--- src/hw/rtl/lpf_pkg.sv ---
// Shared types and constants for the LED pulse and flash controller.
// No dependencies; every other file in this block refers to it by scoped names.
package lpf_pkg;

  localparam int LAMP_COUNT  = 4;
  localparam int LAMP_IDX_W  = 2;
  localparam int FLASH_PERIOD = 10;
  localparam int PULSE_TICKS = 3;
  localparam int TMO_W       = 5;
  localparam int MASK_W      = 4;

  // Lamp roles and alarm mask bit positions.
  localparam logic [LAMP_IDX_W-1:0] ALARM_LAMP = 2'd3;
  localparam logic [LAMP_IDX_W-1:0] DUMP_LAMP  = 2'd2;
  localparam int GPS_BIT  = 1;
  localparam int MAIN_BIT = 2;

  typedef logic signed [TMO_W-1:0] tmo_t;

  typedef enum logic [2:0] {
    KIND_TICK     = 3'd0,
    KIND_PULSE    = 3'd1,
    KIND_STEADY   = 3'd2,
    KIND_GPS      = 3'd3,
    KIND_MAIN     = 3'd4,
    KIND_BATTERY  = 3'd5,
    KIND_SET_MODE = 3'd6
  } kind_e;

  typedef enum logic [1:0] {
    MODE_NORMAL = 2'd0,
    MODE_DUMP   = 2'd1,
    MODE_DONE   = 2'd2
  } mode_e;

  typedef struct packed {
    kind_e                 kind;
    logic [LAMP_IDX_W-1:0] led_index;
    logic                  alarm_level;
    logic [1:0]            new_mode;
  } item_t;

endpackage

--- src/hw/rtl/led_pulse_flash_controller_core.sv ---
// LED pulse and flash controller, top level.
// Path: the input word is held in the input stage register, then the result is registered
// in the lamp bits register; a stalled output holds the word in the input stage.
// Throughput: one word per cycle while the output is not stalled; the lamp update is one pass of logic per word.
// Reset: asynchronous, active low; all lamps off, timers and alarm mask zero,
// normal mode, both channels empty.
module led_pulse_flash_controller_core (
  input  logic       clk_i,
  input  logic       rst_ni,
  input  logic       in_valid_i,
  output logic       in_stall_o,
  input  logic [2:0] kind_i,
  input  logic [1:0] led_index_i,
  input  logic       alarm_level_i,
  input  logic [1:0] new_mode_i,
  output logic       out_valid_o,
  input  logic       out_stall_i,
  output logic [3:0] lamp_levels_o
);

  lpf_pkg::item_t in_item;
  lpf_pkg::item_t held_item;
  logic           held_valid;
  logic           take;
  logic           out_valid_q, out_valid_d;

  assign in_item.kind        = lpf_pkg::kind_e'(kind_i);
  assign in_item.led_index   = led_index_i;
  assign in_item.alarm_level = alarm_level_i;
  assign in_item.new_mode    = new_mode_i;

  // The lamp bits register doubles as the result register, so a held word
  // advances only when the previous result is gone or leaving.
  assign take = held_valid && (!out_valid_q || !out_stall_i);

  lpf_in_stage u_in_stage (
    .clk_i      (clk_i),
    .rst_ni     (rst_ni),
    .in_valid_i (in_valid_i),
    .in_stall_o (in_stall_o),
    .item_i     (in_item),
    .take_i     (take),
    .valid_o    (held_valid),
    .item_o     (held_item)
  );

  lpf_lamp_ctrl u_lamp_ctrl (
    .clk_i       (clk_i),
    .rst_ni      (rst_ni),
    .fire_i      (take),
    .item_i      (held_item),
    .lamp_bits_o (lamp_levels_o)
  );

  always_comb begin
    out_valid_d = out_valid_q;
    if (take) begin
      out_valid_d = 1'b1;
    end else if (!out_stall_i) begin
      out_valid_d = 1'b0;
    end
  end

  always_ff @(posedge clk_i or negedge rst_ni) begin
    if (!rst_ni) begin
      out_valid_q <= 1'b0;
    end else begin
      out_valid_q <= out_valid_d;
    end
  end

  assign out_valid_o = out_valid_q;

endmodule

--- src/hw/rtl/lpf_in_stage.sv ---
// Input register stage: captures one word and holds it until the lamp logic takes it.
// Depends on lpf_pkg for the word type.
module lpf_in_stage (
  input  logic          clk_i,
  input  logic          rst_ni,
  input  logic          in_valid_i,
  output logic          in_stall_o,
  input  lpf_pkg::item_t item_i,
  input  logic          take_i,
  output logic          valid_o,
  output lpf_pkg::item_t item_o
);

  logic           valid_q, valid_d;
  lpf_pkg::item_t item_q;
  logic           accept;

  // The held word leaves in the same cycle that a new one may enter.
  assign in_stall_o = valid_q && !take_i;
  assign accept     = in_valid_i && !in_stall_o;

  always_comb begin
    valid_d = valid_q;
    if (accept) begin
      valid_d = 1'b1;
    end else if (take_i) begin
      valid_d = 1'b0;
    end
  end

  always_ff @(posedge clk_i or negedge rst_ni) begin
    if (!rst_ni) begin
      valid_q <= 1'b0;
    end else begin
      valid_q <= valid_d;
    end
  end

  always_ff @(posedge clk_i) begin
    if (accept) begin
      item_q <= item_i;
    end
  end

  assign valid_o = valid_q;
  assign item_o  = item_q;

endmodule

--- src/hw/rtl/lpf_lamp_ctrl.sv ---
// Lamp state and its update logic: pulse timers, flash phases, alarm mask and mode.
// Depends on lpf_pkg for types and constants.
module lpf_lamp_ctrl (
  input  logic                           clk_i,
  input  logic                           rst_ni,
  input  logic                           fire_i,
  input  lpf_pkg::item_t                 item_i,
  output logic [lpf_pkg::LAMP_COUNT-1:0] lamp_bits_o
);

  localparam lpf_pkg::tmo_t PULSE_TMO  = lpf_pkg::tmo_t'(lpf_pkg::PULSE_TICKS);
  localparam lpf_pkg::tmo_t STEADY_TMO = lpf_pkg::tmo_t'(-lpf_pkg::FLASH_PERIOD);
  localparam lpf_pkg::tmo_t PERIOD_TMO = lpf_pkg::tmo_t'(lpf_pkg::FLASH_PERIOD);
  localparam logic [lpf_pkg::MASK_W-1:0] BATTERY_MASK =
    lpf_pkg::MASK_W'(lpf_pkg::FLASH_PERIOD);

  lpf_pkg::tmo_t timeout_q [lpf_pkg::LAMP_COUNT];
  lpf_pkg::tmo_t timeout_d [lpf_pkg::LAMP_COUNT];
  lpf_pkg::tmo_t phase_q   [lpf_pkg::LAMP_COUNT];
  lpf_pkg::tmo_t phase_d   [lpf_pkg::LAMP_COUNT];
  lpf_pkg::tmo_t limit_q   [lpf_pkg::LAMP_COUNT];
  lpf_pkg::tmo_t limit_d   [lpf_pkg::LAMP_COUNT];
  lpf_pkg::tmo_t phase_inc [lpf_pkg::LAMP_COUNT];

  logic [lpf_pkg::LAMP_COUNT-1:0] bits_q, bits_d;
  logic [lpf_pkg::MASK_W-1:0]     mask_q, mask_d;
  lpf_pkg::mode_e                 mode_q, mode_d;

  // One item writes at most one value to any set of lamps.
  logic [lpf_pkg::LAMP_COUNT-1:0] wr_en;
  logic                           wr_on;
  lpf_pkg::tmo_t                  wr_tmo;
  logic                           do_tick;
  logic                           normal;
  logic                           alarm_cur;
  int unsigned                    alarm_pos;

  assign normal = (mode_q == lpf_pkg::MODE_NORMAL);

  always_comb begin
    for (int i = 0; i < lpf_pkg::LAMP_COUNT; i++) begin
      phase_inc[i] = phase_q[i] + lpf_pkg::tmo_t'(1);
    end
  end

  // Decode the word into lamp writes, timer ticks and mask or mode changes.
  always_comb begin
    wr_en     = '0;
    wr_on     = 1'b0;
    wr_tmo    = '0;
    do_tick   = 1'b0;
    mask_d    = mask_q;
    mode_d    = mode_q;
    alarm_pos = (item_i.kind == lpf_pkg::KIND_GPS) ? lpf_pkg::GPS_BIT : lpf_pkg::MAIN_BIT;
    alarm_cur = mask_q[alarm_pos[1:0]];
    if (fire_i) begin
      case (item_i.kind)
        lpf_pkg::KIND_TICK: begin
          if (normal) begin
            do_tick = 1'b1;
          end else if (mode_q == lpf_pkg::MODE_DUMP) begin
            wr_en[lpf_pkg::DUMP_LAMP] = 1'b1;
            wr_on  = !bits_q[lpf_pkg::DUMP_LAMP];
            wr_tmo = PULSE_TMO;
          end
        end
        lpf_pkg::KIND_PULSE: begin
          wr_en[item_i.led_index] = normal;
          wr_on  = 1'b1;
          wr_tmo = PULSE_TMO;
        end
        lpf_pkg::KIND_STEADY: begin
          wr_en[item_i.led_index] = normal;
          wr_on  = 1'b1;
          wr_tmo = STEADY_TMO;
        end
        lpf_pkg::KIND_GPS, lpf_pkg::KIND_MAIN: begin
          if (alarm_cur != item_i.alarm_level) begin
            mask_d[alarm_pos[1:0]] = item_i.alarm_level;
            wr_en[lpf_pkg::ALARM_LAMP] = normal;
            wr_on  = 1'b1;
            wr_tmo = lpf_pkg::tmo_t'(-$signed({1'b0, mask_d}));
          end
        end
        lpf_pkg::KIND_BATTERY: begin
          if (!item_i.alarm_level) begin
            if (mask_q != '0) begin
              mask_d = '0;
              wr_en[lpf_pkg::ALARM_LAMP] = normal;
              wr_on  = 1'b1;
              wr_tmo = '0;
            end
          end else begin
            mask_d = BATTERY_MASK;
            wr_en[lpf_pkg::ALARM_LAMP] = normal;
            wr_on  = 1'b1;
            wr_tmo = lpf_pkg::tmo_t'(-$signed({1'b0, BATTERY_MASK}));
          end
        end
        lpf_pkg::KIND_SET_MODE: begin
          wr_on  = 1'b0;
          wr_tmo = PULSE_TMO;
          case (item_i.new_mode)
            lpf_pkg::MODE_NORMAL: begin
              mode_d = lpf_pkg::MODE_NORMAL;
            end
            lpf_pkg::MODE_DUMP: begin
              mode_d = lpf_pkg::MODE_DUMP;
              wr_en  = 4'b0111;
            end
            lpf_pkg::MODE_DONE: begin
              mode_d = lpf_pkg::MODE_DONE;
              wr_en[lpf_pkg::DUMP_LAMP] = 1'b1;
            end
            default: begin
              mode_d = mode_q;
            end
          endcase
        end
        default: begin
          do_tick = 1'b0;
        end
      endcase
    end
  end

  // Apply the writes or advance the per-lamp timers.
  always_comb begin
    for (int i = 0; i < lpf_pkg::LAMP_COUNT; i++) begin
      timeout_d[i] = timeout_q[i];
      phase_d[i]   = phase_q[i];
      limit_d[i]   = limit_q[i];
      bits_d[i]    = bits_q[i];
      if (wr_en[i]) begin
        bits_d[i]    = wr_on && (wr_tmo != '0);
        timeout_d[i] = wr_tmo;
        if (wr_tmo < 0) begin
          phase_d[i] = wr_tmo;
          limit_d[i] = PERIOD_TMO + wr_tmo;
        end
      end else if (do_tick) begin
        if (timeout_q[i] > 0) begin
          timeout_d[i] = timeout_q[i] - lpf_pkg::tmo_t'(1);
          if (timeout_d[i] == '0) begin
            bits_d[i] = 1'b0;
          end
        end else if (timeout_q[i] < 0) begin
          phase_d[i] = phase_inc[i];
          if (phase_inc[i] >= limit_q[i]) begin
            phase_d[i] = timeout_q[i];
            bits_d[i]  = 1'b1;
          end
          if (phase_d[i] == '0) begin
            bits_d[i] = 1'b0;
          end
        end
      end
    end
  end

  always_ff @(posedge clk_i or negedge rst_ni) begin
    if (!rst_ni) begin
      for (int i = 0; i < lpf_pkg::LAMP_COUNT; i++) begin
        timeout_q[i] <= '0;
        phase_q[i]   <= '0;
        limit_q[i]   <= '0;
      end
      bits_q <= '0;
      mask_q <= '0;
      mode_q <= lpf_pkg::MODE_NORMAL;
    end else begin
      timeout_q <= timeout_d;
      phase_q   <= phase_d;
      limit_q   <= limit_d;
      bits_q    <= bits_d;
      mask_q    <= mask_d;
      mode_q    <= mode_d;
    end
  end

  assign lamp_bits_o = bits_q;

endmodule
--- config.mk ---
export PLATFORM = sky130hd
export DESIGN_NAME = led_pulse_flash_controller_core
export DESIGN_NICKNAME = d
export VERILOG_FILES = /design/src/hw/rtl/lpf_pkg.sv /design/src/hw/rtl/led_pulse_flash_controller_core.sv /design/src/hw/rtl/lpf_in_stage.sv /design/src/hw/rtl/lpf_lamp_ctrl.sv
export SDC_FILE = /design/constraint.sdc
export NUM_CORES = 1
export LEC_CHECK = 0
export BUFFER_PORTS_ARGS = -buffer_cell sky130_fd_sc_hd__buf_2
export CAP_MARGIN = 10
export CORE_MARGIN = 10
export CORE_UTILIZATION = 45
export DETAILED_ROUTE_END_ITERATION = 7
export SLEW_MARGIN = 20
export SYNTH_ARGS = -nofsm -noshare
export SYNTH_HDL_FRONTEND = slang
export SYNTH_SLANG_ARGS = --single-unit
--- constraint.sdc ---
create_clock -name clk_i -period 3.8 [get_ports clk_i]
set_input_delay 0.38 -clock clk_i [delete_from_list [all_inputs] [get_ports clk_i]]
set_output_delay 0.38 -clock clk_i [all_outputs]
set_load 0.05 [all_outputs]
==> impl_metrics.env, run 1 <==
export IMPL_outcome="completed"
export IMPL_ys_seq_area_share_pct=39.4
export IMPL_yosys_top_cells_area="dfrtp_1 35%, ha_1 9.3%, edfxtp_1 4.7%, inv_1 3.3%, mux2_2 3.3%"
export IMPL_slew_headroom_pct=34.4
export IMPL_firstDrtPassIters=4
export IMPL_dp_cells=675
export IMPL_async_flop_share_pct=89.9
export IMPL_min_period_ns=2.95
export IMPL_start_kind="flop"
export IMPL_synth_area_um2=5120
export IMPL_drv_cap=0
export IMPL_powerDensity_nw_per_um2=732
export IMPL_path_class="flop to flop"
export IMPL_wirelength_um=11000
export IMPL_finalWeightedCongestion=0.854
export IMPL_final_cells=691
export IMPL_synth_area_leader_cell="dfrtp_1"
export IMPL_dieArea_um2=16100
export IMPL_synth_top_area_share_pct=34.7
export IMPL_sw_frac_of_total_pct=38.1
export IMPL_drv_slew=0
export IMPL_crit_path_end="u_lamp_ctrl.phase_q[9]"
export IMPL_ys_warn_count=0
export IMPL_cts_hold_buf=0
export IMPL_htreeDepth=3
export IMPL_cp_arrival_ns=3.18
export IMPL_cts_root_buf="clkbuf_16"
export IMPL_drc=0
export IMPL_cp_end_kind="flop"
export IMPL_cts_tree="done"
export IMPL_synth_most_common_cell="dfrtp_1"
export IMPL_synth_edff_count=8
export IMPL_coreArea_um2=11000
export IMPL_hpwlAfterDp_um=7990
export IMPL_cp_max_fo=17
export IMPL_worst_ep_required_time_ns=4.02
export IMPL_ys_types=77
export IMPL_port_buffers=17
export IMPL_final_area_um2=5660
export IMPL_clock_path_buffers=2
export IMPL_diodes=0
export IMPL_rsz0062_at_grt="false"
export IMPL_fillerInstances=1024
export IMPL_die_w_um=127
export IMPL_postPlaceCellArea_um2=5320
export IMPL_setup_violations_final=0
export IMPL_via_count=3829
export IMPL_drive_above_1_share_pct=12.5
export IMPL_clock_skew_ns=0.0104
export IMPL_finalCritPeriodShare_pct=77.7
export IMPL_p_comb_share_pct=42.6
export IMPL_r2r_setup_slack_ns=0.85
export IMPL_fin_tns_setup_ns=0
export IMPL_synth_nets=581
export IMPL_ioPinCount=18
export IMPL_p_seq_share_pct=33.4
export IMPL_cp_slowest_cell="nor3_4"
export IMPL_cts_buffers=9
export IMPL_tightest_slew_ns=0.983
export IMPL_drt_initial_drc_count=267
export IMPL_grt_pass1_wl_um=19000
export IMPL_cpPeakStageDelay_ns=0.62
export IMPL_wl_per_cell_um=16.0
export IMPL_total_power_mw=4.14
export IMPL_reg2regPathDepth=6
export IMPL_synthFlopType="dfrtp_1"
export IMPL_grt_pass1_vias=3903
export IMPL_die_h_um=127
export IMPL_vdd_ir_drop_max_mv=0.362
export IMPL_ys_ff_latch=79
export IMPL_layout_nets=596
export IMPL_path_cells="or3_1, nor3b_1, o2111ai_1, nor3_4, nor2_1, mux2_4"
export IMPL_startpoint="u_in_stage.item_o[7]"
export IMPL_postRouteAntennaNets=0
export IMPL_areaGrowthSynthToFinish_pct=10.5
export IMPL_grt_max_degree=72
export IMPL_rr_startpoint="u_in_stage.item_o[7]"
export IMPL_hold_class="input pin to asynchronous set/reset pin"
export IMPL_clock_latency_ns=0.34
export IMPL_row_count=38
export IMPL_overflow=0
export IMPL_cts_sinks=79
export IMPL_cts_resized_gates=0
export IMPL_timing_rr_end="u_lamp_ctrl.phase_q[9]"
export IMPL_clk_pin_slew_ns=0.06
export IMPL_p_leak_nw=2.55
export IMPL_start_util_pct=46.7
export IMPL_max_freq_mhz=339
export IMPL_synthCells=531
export IMPL_p_clk_share_pct=24.0
export IMPL_hold_viol_final=0
export IMPL_antenna_found_initial=0
export IMPL_viasPerCell=5.54
export IMPL_p_sw_mw=1.58
export IMPL_post_cts_setup_buffers=0
export IMPL_internal_power_mw=2.56
export IMPL_grt_usage_pct=14.3
export IMPL_synth_common_cells="71 x dfrtp_1, 45 x inv_1, 39 x nand2_1, 38 x ha_1, 36 x nor2_1"
export IMPL_avgSynthCellArea_um2=9.65
[layer usage]
layer,wire (um),up-vias,GRT usage (%)
li1,-,1928,-
met1,5260,1835,18.3
met2,5260,49,23.3
met3,260,17,2.33
met4,244,0,6.30
met5,0,-,0
[sequential cells by signal, summed over array words and instances, names as in the netlist]
| name | cells |
|---|---|
| u_lamp_ctrl.phase_q | 20 |
| out_valid_o | 1 |
| u_in_stage.item_o | 8 |
| u_lamp_ctrl.mask_q | 3 |
| u_lamp_ctrl.lamp_bits_o | 4 |
| u_lamp_ctrl.limit_q | 20 |
| u_in_stage.valid_o | 1 |
| u_lamp_ctrl.timeout_q | 20 |
| u_lamp_ctrl.mode_q | 2 |
[metrics by stage]
stage               setup slack (ns)  util (%)  hold slack, ns
floorplan                       1.09         -          0.0844
CTS                            0.842      51.6           0.198
detailed placement             0.869      48.5           0.480
global placement               0.944      48.5           0.469
global route                   0.586      51.6           0.202
finish                         0.849      51.6           0.167
[how the worst min path moves through the flow]
stage                                      endpoint  cells after the start
after global routing           u_in_stage.item_o[7]                      1
after CTS                      u_in_stage.item_o[2]                      1
after global placement       u_lamp_ctrl.limit_q[4]                      2
after detailed placement     u_lamp_ctrl.limit_q[4]                      2
final                     u_lamp_ctrl.timeout_q[18]                      1
after floorplan                         out_valid_o                      0
[critical path, delay by kind of cell (launching register included)]
kind | cells | cell delay, ns
multiplexers | 1 | 0.31
flip-flops | 1 | 0.61
AND/OR/NAND/NOR | 4 | 1.44
AO/OA/AOI/OAI | 1 | 0.47
[final cells by class]
cell class	instances	area (um2)	area share, %
flip-flops and latches	79	2020	35.6
clock buffers	13	250	4.42
clock inverters	3	90.1	1.59
multi-input cells	392	2860	50.5
repair buffers	19	103	1.81
inverters	45	169	2.98
well taps	140	175	3.09
[logic make-up after synthesis]
kind of cell | Yosys count | synth area share, %
AND/OR/NAND/NOR | 172 | 18.2
multiplexers | 30 | 6.32
XOR/XNOR | 27 | 4.61
adder cells (fa/ha/maj) | 38 | 9.28
AO/OA/AOI/OAI | 125 | 17.4
flip-flops | 79 | 39.4
buffers and inverters | 60 | 4.86
[placed cells by master, fill, tap and decap left out, types with 6 or more instances in the layout]
master and instances:
clkbuf_16 9, o21ai_0 33, nand2_1 39, dfrtp_1 71
nand2b_1 11, buf_2 16, o22ai_1 6, nor2_1 36
nor3_1 11, o31ai_1 6, nor2b_1 6, xor2_1 14
edfxtp_1 8, a21oi_1 22, mux2i_1 14, ha_1 38
and2_1 6, inv_1 45, nand3_1 16, mux2_2 15
xnor2_1 13
[power groups by stage]
stage,sequential [mW],clock (mW),combinational (mW)
floorplan,1.35,0,1.41
global placement,1.39,0,1.71
detailed placement,1.39,0,1.75
CTS,1.38,1.03,1.77
global route,1.42,1.05,2.02
finish,1.38,0.997,1.76
Note: power is estimated with default switching activity, not from simulation.
==> run 2, diff against run 1 <==
- ABC_AREA: unset -> 1
- clock period: 3.8 -> 2.8 ns (I/O delays scaled with it)
==> run 2 against run 1 <==
Effect of this change: wire length grew 8.7%; sequential cell count unchanged; cell area rose by 4.8%; largest cell class unchanged.
==> impl_metrics.env, run 2 <==
export IMPL_synthCells=688
export IMPL_mostFrequentLayoutCell="nand2_1"
export IMPL_grt_max_degree=72
export IMPL_fillerInstances=1101
export IMPL_overflow=0
export IMPL_synth_simple_area_share_pct=27.2
export IMPL_slew_headroom_pct=37.9
export IMPL_cp_arrival_ns=2.84
export IMPL_postRouteAntennaNets=0
export IMPL_ys_types=41
export IMPL_cts_buffers=9
export IMPL_yosys_area_share_adder_pct=9.11
export IMPL_yosys_top_cells_area="dfrtp_1 34%, nand2_1 13%, ha_1 9.1%, inv_1 7.7%, o21ai_0 5.2%"
export IMPL_cts_sinks=79
export IMPL_wirelength_um=12000
export IMPL_ys_ff_latch=79
export IMPL_via_count=4478
export IMPL_synth_most_common_cell="nand2_1"
export IMPL_hold_viol_final=0
export IMPL_drv_cap=0
export IMPL_powerDensity_nw_per_um2=989
export IMPL_areaGrowthSynthToFinish_pct=13.7
export IMPL_cp_slowest_cell="dfrtp_2"
export IMPL_sw_frac_of_total_pct=44.9
export IMPL_ys_warn_count=0
export IMPL_clock_latency_ns=0.34
export IMPL_path_class="flop to flop"
export IMPL_finalCritPeriodShare_pct=93.1
export IMPL_firstDrtPassIters=4
export IMPL_clk_pin_slew_ns=0.06
export IMPL_synth_nets=738
export IMPL_fin_tns_setup_ns=0
export IMPL_drt_initial_drc_count=266
export IMPL_hpwlAfterDp_um=8790
export IMPL_regArea_um2=2020
export IMPL_grt_usage_pct=15.0
export IMPL_cp_max_fo=8
export IMPL_synth_top_area_share_pct=34.1
export IMPL_port_buffers=17
export IMPL_clock_path_buffers=2
export IMPL_finalWeightedCongestion=0.870
export IMPL_synth_area_um2=5220
export IMPL_synthFlopType="dfrtp_1"
export IMPL_cts_root_buf="clkbuf_16"
export IMPL_start_util_pct=45.9
export IMPL_max_freq_mhz=384
export IMPL_grt_pass1_wl_um=20400
export IMPL_hold_class="input pin to asynchronous set/reset pin"
export IMPL_antenna_found_initial=0
export IMPL_diodes=0
export IMPL_path_buf_inv=2
export IMPL_layout_nets=776
export IMPL_p_seq_share_pct=30.1
export IMPL_die_h_um=128
export IMPL_viasPerCell=5.12
export IMPL_multi_input_area_um2=2820
export IMPL_final_cells=874
export IMPL_drive_above_1_share_pct=14.2
export IMPL_synth_mux_area_share_pct=0.216
export IMPL_synth_edff_count=8
export IMPL_dieArea_um2=16300
export IMPL_synth_area_leader_cell="dfrtp_1"
export IMPL_final_cell_mix="174 x nand2_1, 106 x inv_1, 70 x dfrtp_1"
export IMPL_min_period_ns=2.61
export IMPL_p_clk_share_pct=18.5
export IMPL_synth_common_cells="176 x nand2_1, 107 x inv_1, 71 x dfrtp_1, 54 x o21ai_0, 51 x nand3_1"
export IMPL_setup_violations_final=0
export IMPL_clock_skew_ns=0.00775
export IMPL_dp_cells=847
export IMPL_crit_top_cell="nand2_1"
export IMPL_async_flop_share_pct=89.9
export IMPL_synth_compound_area_share_pct=11.5
export IMPL_reg_top3="u_lamp_ctrl.limit_q: 20 flops, u_lamp_ctrl.phase_q: 20 flops, u_lamp_ctrl.timeout_q: 20 flops"
export IMPL_path_cells="ha_1, nand3_1, xor2_2, inv_1, ha_4, nand2_1, inv_1, nand4_1, nand4_1, nand3_4, nand2_1, o21ai_0, nor2_1, nand2_1, nand2_1, nand2_1, nand2_1, nand2_1"
export IMPL_cpPeakStageDelay_ns=0.43
export IMPL_cts_tree="done"
export IMPL_vdd_ir_drop_max_mv=0.595
export IMPL_drc=0
export IMPL_p_comb_share_pct=51.3
export IMPL_p_sw_mw=2.63
export IMPL_drv_slew=0
export IMPL_ys_seq_area_share_pct=38.7
export IMPL_row_count=39
export IMPL_holdWs_ns=0.0469
export IMPL_synth_top_family_by_area="simple AND/OR/NAND/NOR gates"
export IMPL_ioPinCount=18
export IMPL_cts_hold_buf=0
export IMPL_critical_path_top_delay_family="simple AND/OR/NAND/NOR gates"
export IMPL_tightest_slew_ns=0.932
export IMPL_avgSynthCellArea_um2=7.58
export IMPL_grt_pass1_vias=4402
export IMPL_p_leak_nw=3.12
export IMPL_worst_ep_required_time_ns=3.04
export IMPL_internal_power_mw=3.23
export IMPL_synth_xor_area_share_pct=3.69
export IMPL_htreeDepth=3
export IMPL_wl_per_cell_um=13.7
export IMPL_cp_end_kind="flop"
export IMPL_die_w_um=128
export IMPL_coreArea_um2=11400
export IMPL_outcome="completed"
export IMPL_start_kind="flop"
[run 2: worst reg2reg max path, cell delays in order (launching register included)]
cell and delay, ns:
dfrtp_2 0.43, ha_1 0.24, nand3_1 0.13, xor2_2 0.16, inv_1 0.10, ha_4 0.29, nand2_1 0.06, inv_1 0.06
nand4_1 0.10, nand4_1 0.23, nand3_4 0.16, nand2_1 0.10, o21ai_0 0.10, nor2_1 0.10, nand2_1 0.06, nand2_1 0.06
nand2_1 0.05, nand2_1 0.05, nand2_1 0.05
[run 2: per-layer routing]
layer	track usage, %	up-vias	part of all wire [%]
met3	2.89	17	3.1
met5	0	-	0
met4	6.09	0	1.9
li1	-	2285	-
met1	18.9	2104	47
met2	24.8	72	48
[run 2: power by group through the flow]
stage               sequential (mW)  clock, mW  combinational, mW
finish                         1.77       1.09               3.01
global route                   1.81       1.15               3.46
CTS                            1.77       1.11               2.83
detailed placement             1.78          0               2.80
global placement               1.78          0               2.70
floorplan                      1.79          0               2.14
[run 2: metrics by stage]
step	cell area, um2	total power, mW	worst slack, ns	util (%)
floorplan	5220	3.93	0.332	-
global placement	5470	4.48	-0.00499	48.1
detailed placement	5470	4.58	-0.0449	48.1
CTS	5740	5.71	0.0422	50.5
global route	5930	6.42	-0.0176	52.2
finish	5930	5.87	0.195	52.2
[run 2: area by class of cell]
cell class	count	area share, %
Inverter	119	7.53
Clock buffer	15	4.34
Tap cell	143	3.01
Clock inverter	1	0.0843
Timing Repair Buffer	33	3.50
Sequential cell	79	34.0
Multi-Input combinational cell	484	47.5
[run 2: kinds of logic (layout without fill, tap and decap cells)]
group / count (synthesis) / after routing
xor gates and xnor gates: 22 / 22
buffers and inverters: 125 / 168
AOI/OAI and AO/OA: 104 / 104
muxes: 1 / 1
DFF: 79 / 79
and+or+nand+nor: 319 / 319
adders and majority gates: 38 / 38
[run 2: worst paths after layout]
check	start	endpoint	slack (ns)	cells past startpoint
setup reg to reg	u_lamp_ctrl.phase_q[10]	u_lamp_ctrl.lamp_bits_o[1]	0.19	18
hold reg to reg	u_lamp_ctrl.limit_q[6]	u_lamp_ctrl.limit_q[6]	0.47	2
max in group asynchronous	rst_ni	u_lamp_ctrl.phase_q[10]	2.08	1
min in group clk_i	alarm_level_i	u_in_stage.item_o[2]	0.11	1
hold / removal	rst_ni	u_lamp_ctrl.mode_q[0]	0.05	1
setup / recovery	u_lamp_ctrl.phase_q[10]	u_lamp_ctrl.lamp_bits_o[1]	0.19	18
[run 2: repair_timing]
action                     in CTS  in global routing
gates resized for setup         2                 19
setup buffers                   0                 11
pin swaps                       0                  4
setup endpoints to repair       2                 19
